## config.mk

```make
export PLATFORM = sky130hd
export DESIGN_NAME = flash_record_slot_manager_top_flat
export DESIGN_NICKNAME = d
export VERILOG_FILES = /design/src/frsm_pkg.sv /design/src/frsm_in_if.sv /design/src/frsm_out_if.sv /design/src/frsm_hdr_ram.sv /design/src/flash_record_slot_manager_top.sv /design/src/flat_wrapper.sv
export SDC_FILE = /design/constraint.sdc
export NUM_CORES = 1
export LEC_CHECK = 0
export BUFFER_PORTS_ARGS = -buffer_cell sky130_fd_sc_hd__buf_4
export CORE_MARGIN = 3
export CORE_UTILIZATION = 50
export CTS_BUF_LIST = sky130_fd_sc_hd__clkbuf_8
export DETAILED_ROUTE_END_ITERATION = 8
export GPL_TIMING_DRIVEN = 0
export PLACE_DENSITY = 0.66
export SYNTH_ARGS = -nofsm -noshare
export SYNTH_HDL_FRONTEND = slang
export SYNTH_SLANG_ARGS = --single-unit
```

## constraint.sdc

```tcl
create_clock -name clk_i -period 15.7 [get_ports clk_i]
set_clock_uncertainty 0.15 [all_clocks]
set_input_delay 0 -clock clk_i [delete_from_list [all_inputs] [get_ports clk_i]]
set_output_delay 0 -clock clk_i [all_outputs]
set_load 0.005 [all_outputs]
```

## src/frsm_pkg.sv

```systemverilog
// Package for the flash record slot manager: opcode and status codes,
// input and result beat payload types. No dependencies.
package frsm_pkg;

  localparam int unsigned SlotFieldW = 6;
  localparam int unsigned SeqW       = 8;

  localparam logic [SeqW-1:0] SeqEmpty    = 8'hFF;
  localparam logic [SeqW-1:0] SeqReset    = 8'hFE;
  localparam logic [SeqW-1:0] SeqWrapLast = 8'hFF;

  typedef enum logic [1:0] {
    OP_CLEAR   = 2'd0,
    OP_SCAN    = 2'd1,
    OP_VERDICT = 2'd2,
    OP_COMMIT  = 2'd3
  } opcode_e;

  typedef enum logic [2:0] {
    ST_OK        = 3'd0,
    ST_NONE      = 3'd1,
    ST_EARLIER   = 3'd2,
    ST_EXHAUSTED = 3'd3,
    ST_RECOVERED = 3'd4
  } status_e;

  typedef struct packed {
    opcode_e               opcode;
    logic [SlotFieldW-1:0] slot_number;
    logic [SeqW-1:0]       seq_value;
    logic                  checksum_ok;
  } in_item_t;

  typedef struct packed {
    status_e               status;
    logic                  found;
    logic [SlotFieldW-1:0] chosen_slot;
    logic [SeqW-1:0]       next_seq;
    logic [SlotFieldW-1:0] write_slot;
    logic                  write_enable;
    logic                  erase_first_page;
    logic                  erase_second_page;
  } out_item_t;

endpackage

```

## src/frsm_in_if.sv

```systemverilog
// Input channel of the slot manager: valid/ready handshake with a command beat.
// Depends on frsm_pkg.
interface frsm_in_if;
  import frsm_pkg::*;

  logic     valid;
  logic     ready;
  in_item_t payload;

  modport source (output valid, output payload, input ready);
  modport sink (input valid, input payload, output ready);
endinterface

```

## src/frsm_out_if.sv

```systemverilog
// Result channel of the slot manager: valid/ready handshake with a result beat.
// Depends on frsm_pkg.
interface frsm_out_if;
  import frsm_pkg::*;

  logic      valid;
  logic      ready;
  out_item_t payload;

  modport source (output valid, output payload, input ready);
  modport sink (input valid, input payload, output ready);
endinterface

```

## src/frsm_hdr_ram.sv

```systemverilog
// Slot header store: one write port, one registered read port with
// write-to-read forwarding on an address match. No dependencies.
module frsm_hdr_ram #(
  parameter int unsigned Depth = 64,
  parameter int unsigned DataW = 8
) (
  input  logic                     clk_i,
  input  logic                     we_i,
  input  logic [$clog2(Depth)-1:0] waddr_i,
  input  logic [DataW-1:0]         wdata_i,
  input  logic [$clog2(Depth)-1:0] raddr_i,
  output logic [DataW-1:0]         rdata_o
);

  logic [DataW-1:0] mem_q [Depth];
  logic [DataW-1:0] rdata_q;

  always_ff @(posedge clk_i) begin
    if (we_i) begin
      mem_q[waddr_i] <= wdata_i;
    end
  end

  always_ff @(posedge clk_i) begin
    if (we_i && (waddr_i == raddr_i)) begin
      rdata_q <= wdata_i;
    end else begin
      rdata_q <= mem_q[raddr_i];
    end
  end

  assign rdata_o = rdata_q;

endmodule

```

## src/flash_record_slot_manager_top.sv

```systemverilog
// Flash record slot manager: one command beat in, one result beat out.
// The result beat is registered; throughput 1 beat per cycle while the result
// channel is ready, set by the single state update and the registered header
// read at the next selected slot. Reset clears the selection, sets the sequence
// to 254 and empties the result register; the header store is not cleared.
// Depends on frsm_pkg, frsm_in_if, frsm_out_if and frsm_hdr_ram.
module flash_record_slot_manager_top #(
  parameter int unsigned SLOT_COUNT = 64
) (
  input  logic       clk_i,
  input  logic       rst_ni,
  frsm_in_if.sink    in_i,
  frsm_out_if.source out_o
);
  import frsm_pkg::*;

  localparam int unsigned SlotW  = $clog2(SLOT_COUNT);
  localparam int unsigned TriesW = $clog2(SLOT_COUNT + 1);

  localparam logic [SlotW-1:0]  SlotLast  = SlotW'(SLOT_COUNT - 1);
  localparam logic [SlotW-1:0]  SlotHalf  = SlotW'(SLOT_COUNT / 2);
  localparam logic [TriesW-1:0] TriesMax  = TriesW'(SLOT_COUNT);
  localparam logic [SeqW:0]     SeqWindow = (SeqW + 1)'(SLOT_COUNT);
  localparam logic [SlotFieldW+1:0] SlotLimit = (SlotFieldW + 2)'(SLOT_COUNT);

  logic [SlotW-1:0] mod_tab [256];

  for (genvar g = 0; g < 256; g++) begin : g_mod_tab
    assign mod_tab[g] = SlotW'(g % SLOT_COUNT);
  end

  logic [SeqW-1:0]   best_seq_q, best_seq_d;
  logic [SlotW-1:0]  sel_q, sel_d;
  logic              have_q, have_d;
  logic [SeqW-1:0]   cur_q, cur_d;
  logic              fail_q, fail_d;
  logic [TriesW-1:0] tries_q, tries_d;
  logic              out_valid_q;
  out_item_t         out_q, out_d;

  logic              hdr_we;
  logic [SlotW-1:0]  hdr_waddr;
  logic [SeqW-1:0]   hdr_wdata;
  logic [SeqW-1:0]   hdr_sel;

  logic              accept;
  in_item_t          cmd;
  logic [SlotW-1:0]  cmd_slot;
  logic [SeqW-1:0]   seq_diff;
  logic              take;
  logic [SeqW-1:0]   seq_next;
  logic [SlotW-1:0]  wslot;
  logic [TriesW-1:0] tries_inc;

  assign in_i.ready = !out_valid_q || out_o.ready;
  assign accept     = in_i.valid && in_i.ready;
  assign cmd        = in_i.payload;
  assign cmd_slot   = SlotW'(cmd.slot_number);
  assign seq_diff   = cmd.seq_value - best_seq_q;
  assign take       = !have_q ||
                      ((best_seq_q < cmd.seq_value) && ({1'b0, seq_diff} < SeqWindow));
  assign seq_next   = (cur_q + 8'd1 == SeqWrapLast) ? '0 : cur_q + 8'd1;
  assign wslot      = mod_tab[seq_next];
  assign tries_inc  = tries_q + TriesW'(1);

  always_comb begin
    best_seq_d = best_seq_q;
    sel_d      = sel_q;
    have_d     = have_q;
    cur_d      = cur_q;
    fail_d     = fail_q;
    tries_d    = tries_q;
    hdr_we     = 1'b0;
    hdr_waddr  = cmd_slot;
    hdr_wdata  = cmd.seq_value;
    out_d      = '0;
    out_d.status = ST_OK;

    if (accept) begin
      unique case (cmd.opcode)
        OP_CLEAR: begin
          best_seq_d = SeqEmpty;
          sel_d      = '0;
          have_d     = 1'b0;
          fail_d     = 1'b0;
          tries_d    = '0;
        end
        OP_SCAN: begin
          if ({2'b00, cmd.slot_number} < SlotLimit) begin
            hdr_we = 1'b1;
            if ((cmd.seq_value != SeqEmpty) && take) begin
              best_seq_d = cmd.seq_value;
              sel_d      = cmd_slot;
              have_d     = 1'b1;
            end
          end
        end
        OP_VERDICT: begin
          priority if (!have_q) begin
            out_d.status = ST_NONE;
          end else if (tries_q >= TriesMax) begin
            out_d.status = ST_EXHAUSTED;
          end else begin
            tries_d = tries_inc;
            cur_d   = (hdr_sel == SeqEmpty) ? SeqReset : hdr_sel;
            if (cmd.checksum_ok) begin
              if (fail_q) begin
                cur_d     = '0;
                sel_d     = '0;
                hdr_we    = 1'b1;
                hdr_waddr = '0;
                hdr_wdata = '0;
                out_d.write_enable      = 1'b1;
                out_d.erase_first_page  = 1'b1;
                out_d.erase_second_page = 1'b1;
                out_d.status            = ST_RECOVERED;
              end
              fail_d  = 1'b0;
              tries_d = '0;
            end else begin
              fail_d = 1'b1;
              sel_d  = (sel_q == '0) ? SlotLast : sel_q - SlotW'(1);
              out_d.status = (tries_inc >= TriesMax) ? ST_EXHAUSTED : ST_EARLIER;
            end
          end
        end
        OP_COMMIT: begin
          cur_d     = seq_next;
          hdr_we    = 1'b1;
          hdr_waddr = wslot;
          hdr_wdata = seq_next;
          out_d.write_slot        = SlotFieldW'(wslot);
          out_d.write_enable      = 1'b1;
          out_d.erase_first_page  = (wslot == '0);
          out_d.erase_second_page = (wslot == SlotHalf);
        end
        default: begin
          out_d.status = ST_OK;
        end
      endcase
    end

    out_d.found       = have_d;
    out_d.chosen_slot = SlotFieldW'(sel_d);
    out_d.next_seq    = cur_d;
  end

  frsm_hdr_ram #(
    .Depth (SLOT_COUNT),
    .DataW (SeqW)
  ) u_hdr_ram (
    .clk_i   (clk_i),
    .we_i    (hdr_we),
    .waddr_i (hdr_waddr),
    .wdata_i (hdr_wdata),
    .raddr_i (sel_d),
    .rdata_o (hdr_sel)
  );

  always_ff @(posedge clk_i or negedge rst_ni) begin
    if (!rst_ni) begin
      best_seq_q  <= SeqEmpty;
      sel_q       <= '0;
      have_q      <= 1'b0;
      cur_q       <= SeqReset;
      fail_q      <= 1'b0;
      tries_q     <= '0;
      out_valid_q <= 1'b0;
    end else begin
      best_seq_q <= best_seq_d;
      sel_q      <= sel_d;
      have_q     <= have_d;
      cur_q      <= cur_d;
      fail_q     <= fail_d;
      tries_q    <= tries_d;
      if (accept) begin
        out_valid_q <= 1'b1;
      end else if (out_o.ready) begin
        out_valid_q <= 1'b0;
      end
    end
  end

  always_ff @(posedge clk_i) begin
    if (accept) begin
      out_q <= out_d;
    end
  end

  assign out_o.valid   = out_valid_q;
  assign out_o.payload = out_q;

`ifndef SYNTHESIS
  a_tries_bound: assert property (@(posedge clk_i) disable iff (!rst_ni)
    tries_q <= TriesMax)
    else $error("retry count beyond slot count");

  a_no_sel_idle: assert property (@(posedge clk_i) disable iff (!rst_ni)
    !have_q |-> (sel_q == '0) && (best_seq_q == SeqEmpty))
    else $error("selection state without a selected slot");

  a_seq_never_empty: assert property (@(posedge clk_i) disable iff (!rst_ni)
    cur_q != SeqEmpty)
    else $error("current sequence holds the empty marker");

  a_recover_beat: assert property (@(posedge clk_i) disable iff (!rst_ni)
    out_valid_q && (out_q.status == ST_RECOVERED) |->
      out_q.erase_first_page && out_q.erase_second_page &&
      out_q.write_enable && (out_q.write_slot == '0) && (out_q.next_seq == '0))
    else $error("recovery beat without full erase and restart");
`endif

endmodule
```

## src/flat_wrapper.sv

```systemverilog
// flat-port wrapper written by rule: the top's interface ports become plain ports
module flash_record_slot_manager_top_flat import frsm_pkg::*;
#(
  parameter int unsigned SLOT_COUNT = 64
)
  (clk_i, rst_ni, in_i_valid, in_i_payload, in_i_ready, out_o_valid, out_o_payload, out_o_ready);
  frsm_in_if in_i_i ();
  frsm_out_if out_o_i ();
  input  logic clk_i;
  input  logic rst_ni;
  input wire logic [$bits(in_i_i.valid)-1:0] in_i_valid;
  input wire logic [$bits(in_i_i.payload)-1:0] in_i_payload;
  output wire logic [$bits(in_i_i.ready)-1:0] in_i_ready;
  output wire logic [$bits(out_o_i.valid)-1:0] out_o_valid;
  output wire logic [$bits(out_o_i.payload)-1:0] out_o_payload;
  input wire logic [$bits(out_o_i.ready)-1:0] out_o_ready;
  assign in_i_i.valid = in_i_valid;
  assign in_i_i.payload = in_i_payload;
  assign in_i_ready = in_i_i.ready;
  assign out_o_valid = out_o_i.valid;
  assign out_o_payload = out_o_i.payload;
  assign out_o_i.ready = out_o_ready;
  flash_record_slot_manager_top #(.SLOT_COUNT(SLOT_COUNT)) u_core (.clk_i(clk_i), .rst_ni(rst_ni), .in_i(in_i_i), .out_o(out_o_i));
endmodule
```

* After elaboration in Yosys (flattened, before gate mapping)
Memories as Yosys holds them, arrays and structs flattened. A register that Yosys moved wholly into a read port is not among the register bits.
Index checks and enable logic that the tools add are counted.
** Word-level totals
- Memories :: 2
- Output and inout port bits :: 29
- Logic and storage cells :: 122
- Memory bits (read-only) :: 1536
- Bits in registers :: 59
- RAM bits :: 512
** Memory list
- (name not given) :: words 256, width 6, read ports 1, clocked after memory_dff 0, write ports 0, line flash_record_slot_manager_top.sv:63 : assign wslot = mod_tab[seq_next];
- u_core.u_hdr_ram.mem_q :: words 64, width 8, read ports 1, clocked after memory_dff 1, write ports 1, line frsm_hdr_ram.sv:15 : logic [DataW-1:0] mem_q [Depth];
** Operators by class
- Order comparisons :: 5
- Reduce and logical (&&, ||, !) cells :: 18
- Add/subtract/negate cells :: 4
- Bitwise operators :: 3
- Eq/ne operators :: 10
- Muxes and demuxes :: 63
** Operators by type and width (count)
- $mux 8 :: 13
- $mux 6 :: 14
- $pmux 8 s2 :: 3
- $mux 7 :: 3
- $mux 3 :: 6
- $pmux 6 s3 :: 1
- $eq 8x8->1 const B :: 2
- $mux 1 :: 16
- $ge 7x7->1 const B :: 2
- $pmux 7 s2 :: 1
- $logic_not 6->1 :: 2
- $pmux 6 s2 :: 1
- $ge 9x9->1 const B :: 1
- $not 8->9 :: 1
- $add 8x1->8 const B :: 1
- $lt 8x7->1 const B :: 1
- $lt 8x8->1 :: 1
- $ne 8x8->1 const B :: 1
- $sub 8x8->8 :: 1
- $add 7x1->7 const B :: 1
- $eq 6x6->1 const B :: 1
- $pmux 1 s2 :: 3
- $pmux 3 s2 :: 1
- $reduce_bool 2->1 :: 3
- other kinds (16) :: 23

* Depth between registers and ports, before layout
Gate-level depths: netlist of the first run.
- Word-level depth :: 9
- Mapped depth :: 11
- Mapped depth without buffers :: 9

* Cells and area by module
From an unflattened synthesis of the first run, not the netlist that was laid out.
** Unflattened totals
- Cell total of the unflattened synthesis :: 1317
- Area, all modules :: 23675.2 um^2
** Modules (own cells, without submodules)
- frsm_hdr_ram :: cells an instance 938, times used 1, area an instance 20126.8 um^2
- flash_record_slot_manager_top :: cells an instance 379, times used 1, area an instance 3548.4 um^2

* Least setup slack after synthesis of the first run
No wires, ideal clock.
- Path type :: reg2reg
- From :: register u_core.out_valid_q (netlist: u_core.out_o.valid)
- To :: memory u_core.u_hdr_ram.mem_q[0][1] (data pin)
- Arrival :: 4.291 ns
- Library setup time :: 0.701 ns
- Setup slack :: 10.557 ns
- Cell stages (with the launch flop) :: 8
- Cells stage by stage :: dfrtp_1 > nand2b_1 > nand2_1 > clkinv_1 > o311ai_2 > buf_2 > buf_2 > o21ai_0
** Between the ends
- Word-level cells in the longest chain between the ends :: 4
** RTL lines
- start: declaration :: line flash_record_slot_manager_top.sv:38 : logic out_valid_q;
- start signal: assignment :: line flash_record_slot_manager_top.sv:168 : out_valid_q <= 1'b0;
- start signal: assignment :: line flash_record_slot_manager_top.sv:177 : out_valid_q <= 1'b1;
- start signal: assignment :: line flash_record_slot_manager_top.sv:179 : out_valid_q <= 1'b0;
- $logic_not 1->1 :: line flash_record_slot_manager_top.sv:55 : assign in_i.ready = !out_valid_q || out_o.ready;
- $logic_or 1x1->1 :: line flash_record_slot_manager_top.sv:55
- named net in_i_ready :: line flat_wrapper.sv:13 : output wire logic [$bits(in_i_i.ready)-1:0] in_i_ready;
- $logic_and 1x1->1 :: line flash_record_slot_manager_top.sv:56 : assign accept = in_i.valid && in_i.ready;
- named net u_core.accept :: line flash_record_slot_manager_top.sv:46 : logic accept;
- $mux 8 :: line flash_record_slot_manager_top.sv:79 : if (accept) begin
- named net u_core.hdr_wdata[1] :: line flash_record_slot_manager_top.sv:43 : logic [SeqW-1:0] hdr_wdata;
- end: declaration :: line frsm_hdr_ram.sv:15
The timed path passes the listed nets, and every way through them passes these cells.

* Worst setup path in the final report of the first run
- From :: register u_core.out_valid_q (netlist: u_core.out_o.valid)
- To :: memory u_core.u_hdr_ram.mem_q[53][3] (enable)
** Between the ends
- Word-level cells in the longest chain between the ends :: 6
** RTL lines
- $logic_not 1->1 * :: line flash_record_slot_manager_top.sv:55
- $logic_or 1x1->1 * :: line flash_record_slot_manager_top.sv:55
- $logic_and 1x1->1 * :: line flash_record_slot_manager_top.sv:56
- named net u_core.accept :: line flash_record_slot_manager_top.sv:46
- $mux 1 :: line flash_record_slot_manager_top.sv:79
- $mux 1 :: line frsm_hdr_ram.sv:19 : if (we_i) begin
- $mux 1 (not written as such) :: line frsm_hdr_ram.sv:20 : mem_q[waddr_i] <= wdata_i;
Mark *: on every way through the listed nets, which the timed path passes. The rest lies on a longest branch.

==> results of run 1 <==
[through the flow]
| step | power [uW] | std cells | cell area (sq um) | util | hold slack [ns] |
|---|---|---|---|---|---|
| floorplan | 2190 | 1233 | 23100 | - | -0.446 |
| global placement | 2460 | 1882 | 24300 | 0.532 | -0.167 |
| detailed placement | 2470 | 1890 | 24500 | 0.537 | -0.158 |
| CTS | 3630 | 2074 | 26400 | 0.579 | 0.0342 |
| global route | 3740 | 2074 | 26400 | 0.579 | 0.0604 |
| finish | 3620 | 2075 | 26400 | 0.579 | 0.0830 |
[cell usage after synthesis (5+ instances only)]
cell | count | area share
nand2_1 | 54 | 0.0088
dfrtp_1 | 17 | 0.018
a21oi_1 | 37 | 0.0080
mux4_2 | 132 | 0.13
buf_6 | 5 | 0.0024
mux2i_1 | 14 | 0.0061
ha_1 | 14 | 0.0076
nor2_1 | 103 | 0.017
edfxtp_1 | 539 | 0.70
nor2b_1 | 8 | 0.0022
dfxtp_1 | 6 | 0.0052
o21ai_0 | 25 | 0.0054
a22oi_1 | 48 | 0.016
clkbuf_1 | 21 | 0.0034
a22o_1 | 5 | 0.0019
o211ai_1 | 5 | 0.0016
dfstp_2 | 15 | 0.017
nand3_1 | 14 | 0.0030
nand2b_1 | 9 | 0.0024
buf_2 | 26 | 0.0056
inv_1 | 19 | 0.0031
nor3_1 | 8 | 0.0017
o21a_1 | 10 | 0.0032
o21ai_1 | 8 | 0.0017
and3_1 | 5 | 0.0014
[cells by family after synthesis]
logic type,after synthesis
AND/OR/NAND/NOR,229
AO/OA/AOI/OAI,177
multiplexers,150
XOR/XNOR,8
buffers and inverters,78
adder cells (fa/ha/maj),14
flip-flops,577
[worst reg2reg max path, delay by kind of cell (launching register included)]
| kind | cells | cell delay (ns) |
|---|---|---|
| AND/OR/NAND/NOR | 4 | 1.81 |
| AO/OA/AOI/OAI | 2 | 0.60 |
| buffers and inverters | 2 | 1.21 |
| flip-flops | 1 | 0.34 |
[layer usage]
metal  wire length [um]  part of all wire
met1              24100              0.40
met2              28200              0.47
met4               2440             0.041
met5                  0                 0
met3               5310             0.088
[state kept, by name, indices dropped and copies added, names as in the netlist, named ones only]
register                flops
u_core.fail_q               1
u_core.have_q               1
u_core.out_o.valid          1
u_core.u_hdr_ram.mem_q    512
u_core.cur_q                8
u_core.tries_q              7
u_core.best_seq_q           8
u_core.out_o.payload       27
u_core.sel_q                6
[report_power, final]
group          switching, uW  leakage (uW)  internal (uW)
clock                    569      0.000973            602
sequential              27.6       0.00531           1740
combinational            431       0.00241            256
[area by class of cell]
cell class | count | share of cell area
Inverter | 20 | 0.00284
Multi-Input combinational cell | 578 | 0.216
Buffer | 58 | 0.0115
Antenna cell | 1 | 0.0000948
Timing Repair Buffer | 82 | 0.0295
Clock inverter | 58 | 0.00986
Clock buffer | 101 | 0.0527
Tap cell | 600 | 0.0284
Sequential cell | 577 | 0.649
[cell usage in the layout, fill, tap and decap left out, types with 9 or more instances in the layout]
master and n:
edfxtp_1 539, mux4_2 132, nor2_1 103, clkbuf_8 101, nand2_1 54, inv_1 53, buf_4 53, a22oi_1 48
a21oi_1 37, buf_2 26, dlygate4sd3_1 25, clkbuf_1 21, o21ai_0 19, dfrtp_1 17, clkinv_1 16, dfstp_2 15
nand3_1 14, mux2i_1 14, ha_1 14, o21a_1 10, nand2b_1 9
[worst min-delay path by stage]
stage	start	to	cells after the start
after floorplan	rst_ni	u_core.cur_q[0]	0
after global placement	rst_ni	u_core.tries_q[5]	1
after detailed placement	rst_ni	u_core.tries_q[4]	1
after CTS	in_i_payload[12]	flop	3
after global routing	in_i_payload[3]	u_core.best_seq_q[2]	4
final	in_i_payload[12]	flop	3
[what timing repair did]
item | in CTS | in global routing
hold buffers | 25 | 0
hold endpoints to repair | 283 | 0
gates resized for setup | 0 | 0
==> impl_metrics.env, run 1 <==
export IMPL_status="completed"
export IMPL_max_freq_mhz=221
export IMPL_crit_path_end_kind="flop"
export IMPL_path_max_fanout=34
export IMPL_synth_nets=1268
export IMPL_ys_types=65
export IMPL_maxSlewViolCount=0
export IMPL_ant_nets=0
export IMPL_syn_cell_area_sq_mm=0.0231
export IMPL_nFillCells=3363
export IMPL_dieArea_sq_mm=0.0489
export IMPL_routabilityCongestion=0.932
export IMPL_worstPathCellList="nand2b_1 -> nand2_1 -> clkinv_1 -> o311ai_2 -> buf_2 -> o21a_1 -> nand3_1 -> nor2_1"
export IMPL_crit_arrival_ns=4.62
export IMPL_route_vias_total=12900
export IMPL_post_cts_buffers=0
export IMPL_vias_per_cell=6.23
export IMPL_timing_final_ws_setup_ns=11.18
export IMPL_reg2reg_to="u_core.u_hdr_ram.mem_q[53][3]"
export IMPL_fp_dieW_um=221
export IMPL_tns_ns=0
export IMPL_synth_compound_area_frac=0.0518
export IMPL_path_depth=8
export IMPL_drt_pass1_iterations=5
export IMPL_antenna_found_initial=0
export IMPL_ys_ff_latch=577
export IMPL_hold_path_class="in2reg"
export IMPL_reg2reg_depth=8
export IMPL_wire_per_inst_um=28.9
export IMPL_yosys_area_share_simple=0.0450
export IMPL_core_area_sq_mm=0.0456
export IMPL_dp_slack_ns=11.26
export IMPL_clock_latency_ns=0.66
export IMPL_critPathKind="reg2reg"
export IMPL_reg2reg_from="u_core.out_o.valid"
export IMPL_nets=1442
export IMPL_ir_worst_vdd_mv=0.0680
export IMPL_drive_above_1_share=0.253
export IMPL_area_growth_pct=14.0
export IMPL_yosysSeqAreaShare=0.740
export IMPL_first_global_vias=12900
export IMPL_cts_root_buf="clkbuf_8"
export IMPL_chipHeight_um=221
export IMPL_synthAdderAreaFrac=0.00757
export IMPL_tightest_slew_ns=1.23
export IMPL_initial_core_util=0.508
export IMPL_synth_top_family_by_area="multiplexers"
export IMPL_io_pin_count=50
export IMPL_synth_warnings=0
export IMPL_cpLargestDelayFamily="simple AND/OR/NAND/NOR gates"
export IMPL_gr_usage_met3=0.0529
export IMPL_cts_sink_count=577
export IMPL_post_route_min_period_ns=4.52
export IMPL_wl_um=60100
export IMPL_syn_inst=1233
export IMPL_cts_made_buffers=90
export IMPL_synth_xor_area_share=0.00303
export IMPL_grtUsageTotal=0.246
export IMPL_relSlewSlack=0.179
export IMPL_crit_end="u_core.u_hdr_ram.mem_q[53][3]"
export IMPL_r2r_slack_ns=11.18
export IMPL_grt_pass1_wl_um=87700
export IMPL_fin_crit_sh=0.288
export IMPL_timing_critical_path_from="u_core.out_o.valid"
export IMPL_multi_input_area_sq_mm=0.00571
export IMPL_required_ns=15.80
export IMPL_h_tree_depth=3
export IMPL_hpwl_um=39500
export IMPL_setup_violations=0
export IMPL_top_usage_layer="met2"
export IMPL_drc_errors=0
export IMPL_synth_edff_count=539
export IMPL_use_met2=0.380
export IMPL_io_buffers=49
export IMPL_clk_transition_reported_paths_ns=0.06
export IMPL_synthArstFlopShare=0.0555
export IMPL_overflow=0
export IMPL_slowest_delay_ns=0.94
export IMPL_syn_avg_cell_area_sq_um=18.8
export IMPL_drt_initial_drc_count=1572
export IMPL_rsz0062_at_grt="false"
export IMPL_ys_flop_type="edfxtp_1"
export IMPL_drv_cap=0
export IMPL_grt_max_degree=49
export IMPL_powerDensity_mw_per_mm2=137
export IMPL_met1_usage=0.343
export IMPL_leakagePower_uw=0.00869
export IMPL_cpMaxStageDelayCell="nor2_1"
export IMPL_finalHoldViolCount=0
export IMPL_cts_path_max_buffers=3
export IMPL_rows=78
export IMPL_seq_area_sq_mm=0.0171
export IMPL_synthMuxAreaShare=0.136
export IMPL_tritoncts="yes"
export IMPL_cp_start_kind="flop"
export IMPL_path_buf_inv=2
(Power assumes the default switching activity.)
==> inputs of run 2 (changes only) <==
Clock period 15.7 ns to 4.2 ns, I/O delays scaled along.
==> impl_metrics.env, run 2 (synthesis gave the netlist of run 1 again) <==
export IMPL_status="completed"
export IMPL_tightest_slew_ns=1.26
export IMPL_h_tree_depth=3
export IMPL_first_global_vias=13000
export IMPL_reg2reg_to="u_core.out_o.payload[14]"
export IMPL_initial_core_util=0.508
export IMPL_drc_errors=0
export IMPL_ant_nets=0
export IMPL_post_cts_buffers=0
export IMPL_grt_max_degree=49
export IMPL_required_ns=4.45
export IMPL_r2r_slack_ns=0.09
export IMPL_setup_violations=0
export IMPL_top_register="u_core.u_hdr_ram.mem_q"
export IMPL_maxSlewViolCount=0
export IMPL_cts_made_buffers=90
export IMPL_fp_dieW_um=221
export IMPL_final_common_cell="edfxtp_1"
export IMPL_whs_path_depth=3
export IMPL_ir_worst_vdd_mv=0.256
export IMPL_post_route_min_period_ns=4.11
export IMPL_final_cell_mix="edfxtp_1, mux4_2, clkbuf_8"
export IMPL_largest_reg_flops=512
export IMPL_max_freq_mhz=243
export IMPL_wire_per_inst_um=29.1
export IMPL_powerDensity_mw_per_mm2=510
export IMPL_dp_slack_ns=-0.244
export IMPL_timing_final_ws_setup_ns=0.0905
export IMPL_leakagePower_uw=0.00869
export IMPL_dieArea_sq_mm=0.0489
export IMPL_critPathKind="reg2reg"
export IMPL_grtUsageTotal=0.247
export IMPL_crit_arrival_ns=4.36
export IMPL_grt_pass1_wl_um=87900
export IMPL_cts_sink_count=577
export IMPL_wl_um=60300
export IMPL_hpwl_um=39500
export IMPL_cts_root_buf="clkbuf_8"
export IMPL_clk_transition_reported_paths_ns=0.06
export IMPL_cts_path_max_buffers=3
export IMPL_routabilityCongestion=0.932
export IMPL_cp_start_kind="flop"
export IMPL_finalHoldViolCount=0
export IMPL_chipHeight_um=221
export IMPL_tritoncts="yes"
export IMPL_nFillCells=3365
export IMPL_rsz0062_at_grt="false"
export IMPL_hold_path_class="in2reg"
export IMPL_drive_above_1_share=0.290
export IMPL_vias_per_cell=6.23
export IMPL_io_buffers=49
export IMPL_drv_cap=0
export IMPL_io_pin_count=50
export IMPL_drt_pass1_iterations=7
export IMPL_rows=78
export IMPL_design_area_sq_mm=0.0265
export IMPL_overflow=0
export IMPL_min_from="in_i_payload[12]"
export IMPL_area_growth_pct=14.7
export IMPL_utilization=0.582
export IMPL_nets=1442
export IMPL_placed_area_sq_mm=0.0245
export IMPL_reg2reg_depth=9
export IMPL_clock_latency_ns=0.66
export IMPL_crit_path_end_kind="flop"
export IMPL_core_area_sq_mm=0.0456
export IMPL_path_max_fanout=10
export IMPL_fin_crit_sh=0.978
export IMPL_antenna_found_initial=1
export IMPL_relSlewSlack=0.158
export IMPL_route_vias_total=12900
export IMPL_drt_initial_drc_count=1546
run 2: cell types whose count changed in the layout (fill, tap and decap cells not counted):
cell      before  now
clkinv_1      16   15
nor2_1       103   52
nor2_2         0   51
nor4_2         0    1
clkinv_2       6    7
xnor2_2        0    1
nor4_1         4    3
xnor2_1        4    3
run 2: per-stage QoR:
stage,hold WS (ns),power (uW),setup TNS (ns),std cells
after global routing,0.0605,14000,0,2074
after floorplan,-0.446,8200,-361.95,1233
after CTS,0.0342,13600,-4.66,2074
after detailed placement,-0.158,9230,-28.45,1890
final,0.0812,13500,0,2075
after global placement,-0.167,9190,-1705.77,1882
run 2: power by group:
group | internal (uW) | switching (uW)
Sequential | 6490 | 103
Clock | 2250 | 2130
Combinational | 962 | 1620
run 2: timing repair:
action	4_1_cts	5_1_grt
resized for setup	45	9
hold endpoints to repair	283	0
endpoints found under the setup margin	399	492
hold buffers	25	0
run 2: worst max path at each step:
stage	start	endpoint	slack, ns	cells after the start
6_report	flop	u_core.out_o.payload[14]	0.09	9
5_1_grt	u_core.cur_q[2]	u_core.u_hdr_ram.mem_q[53][3]	0.02	8
4_1_cts	u_core.cur_q[0]	u_core.u_hdr_ram.mem_q[43][5]	-0.11	8
3_5_place_dp	u_core.out_o.valid	u_core.u_hdr_ram.mem_q[1][0]	-0.24	8
3_3_place_gp	u_core.cur_q[0]	u_core.u_hdr_ram.mem_q[24][5]	-4.42	8
2_1_floorplan	u_core.out_o.valid	u_core.u_hdr_ram.mem_q[0][1]	-0.94	7
run 2: worst max-delay path, cell delays in order (launching register included):
cell and delay (ns):
dfxtp_1 0.39, buf_2 0.31, buf_2 0.49, buf_2 0.52, mux4_2 0.40, a22oi_1 0.32, a21oi_1 0.18, nor4_1 0.61
o22ai_1 0.20, a22o_1 0.25
run 2: cell type report:
type                    instances  area, sq um  share of cell area
diodes                          1         2.50           0.0000943
plain buffers                  58          303              0.0114
clock buffers                 101         1390              0.0524
clock inverters                58          260             0.00981
inverters                      20         76.3             0.00288
multi-input cells             578         5860               0.221
flip-flops and latches        577        17100               0.645
well taps                     600          751              0.0283
repair buffers                 82          778              0.0293
run 2: per-layer routing:
layer  vias up  part of all wire  GRT usage
met2       682              0.47      0.380
met5         -                 0          0
met3       139             0.086     0.0537
li1       5396                 -          -
met4         0             0.042      0.111
met1      6718              0.40      0.343
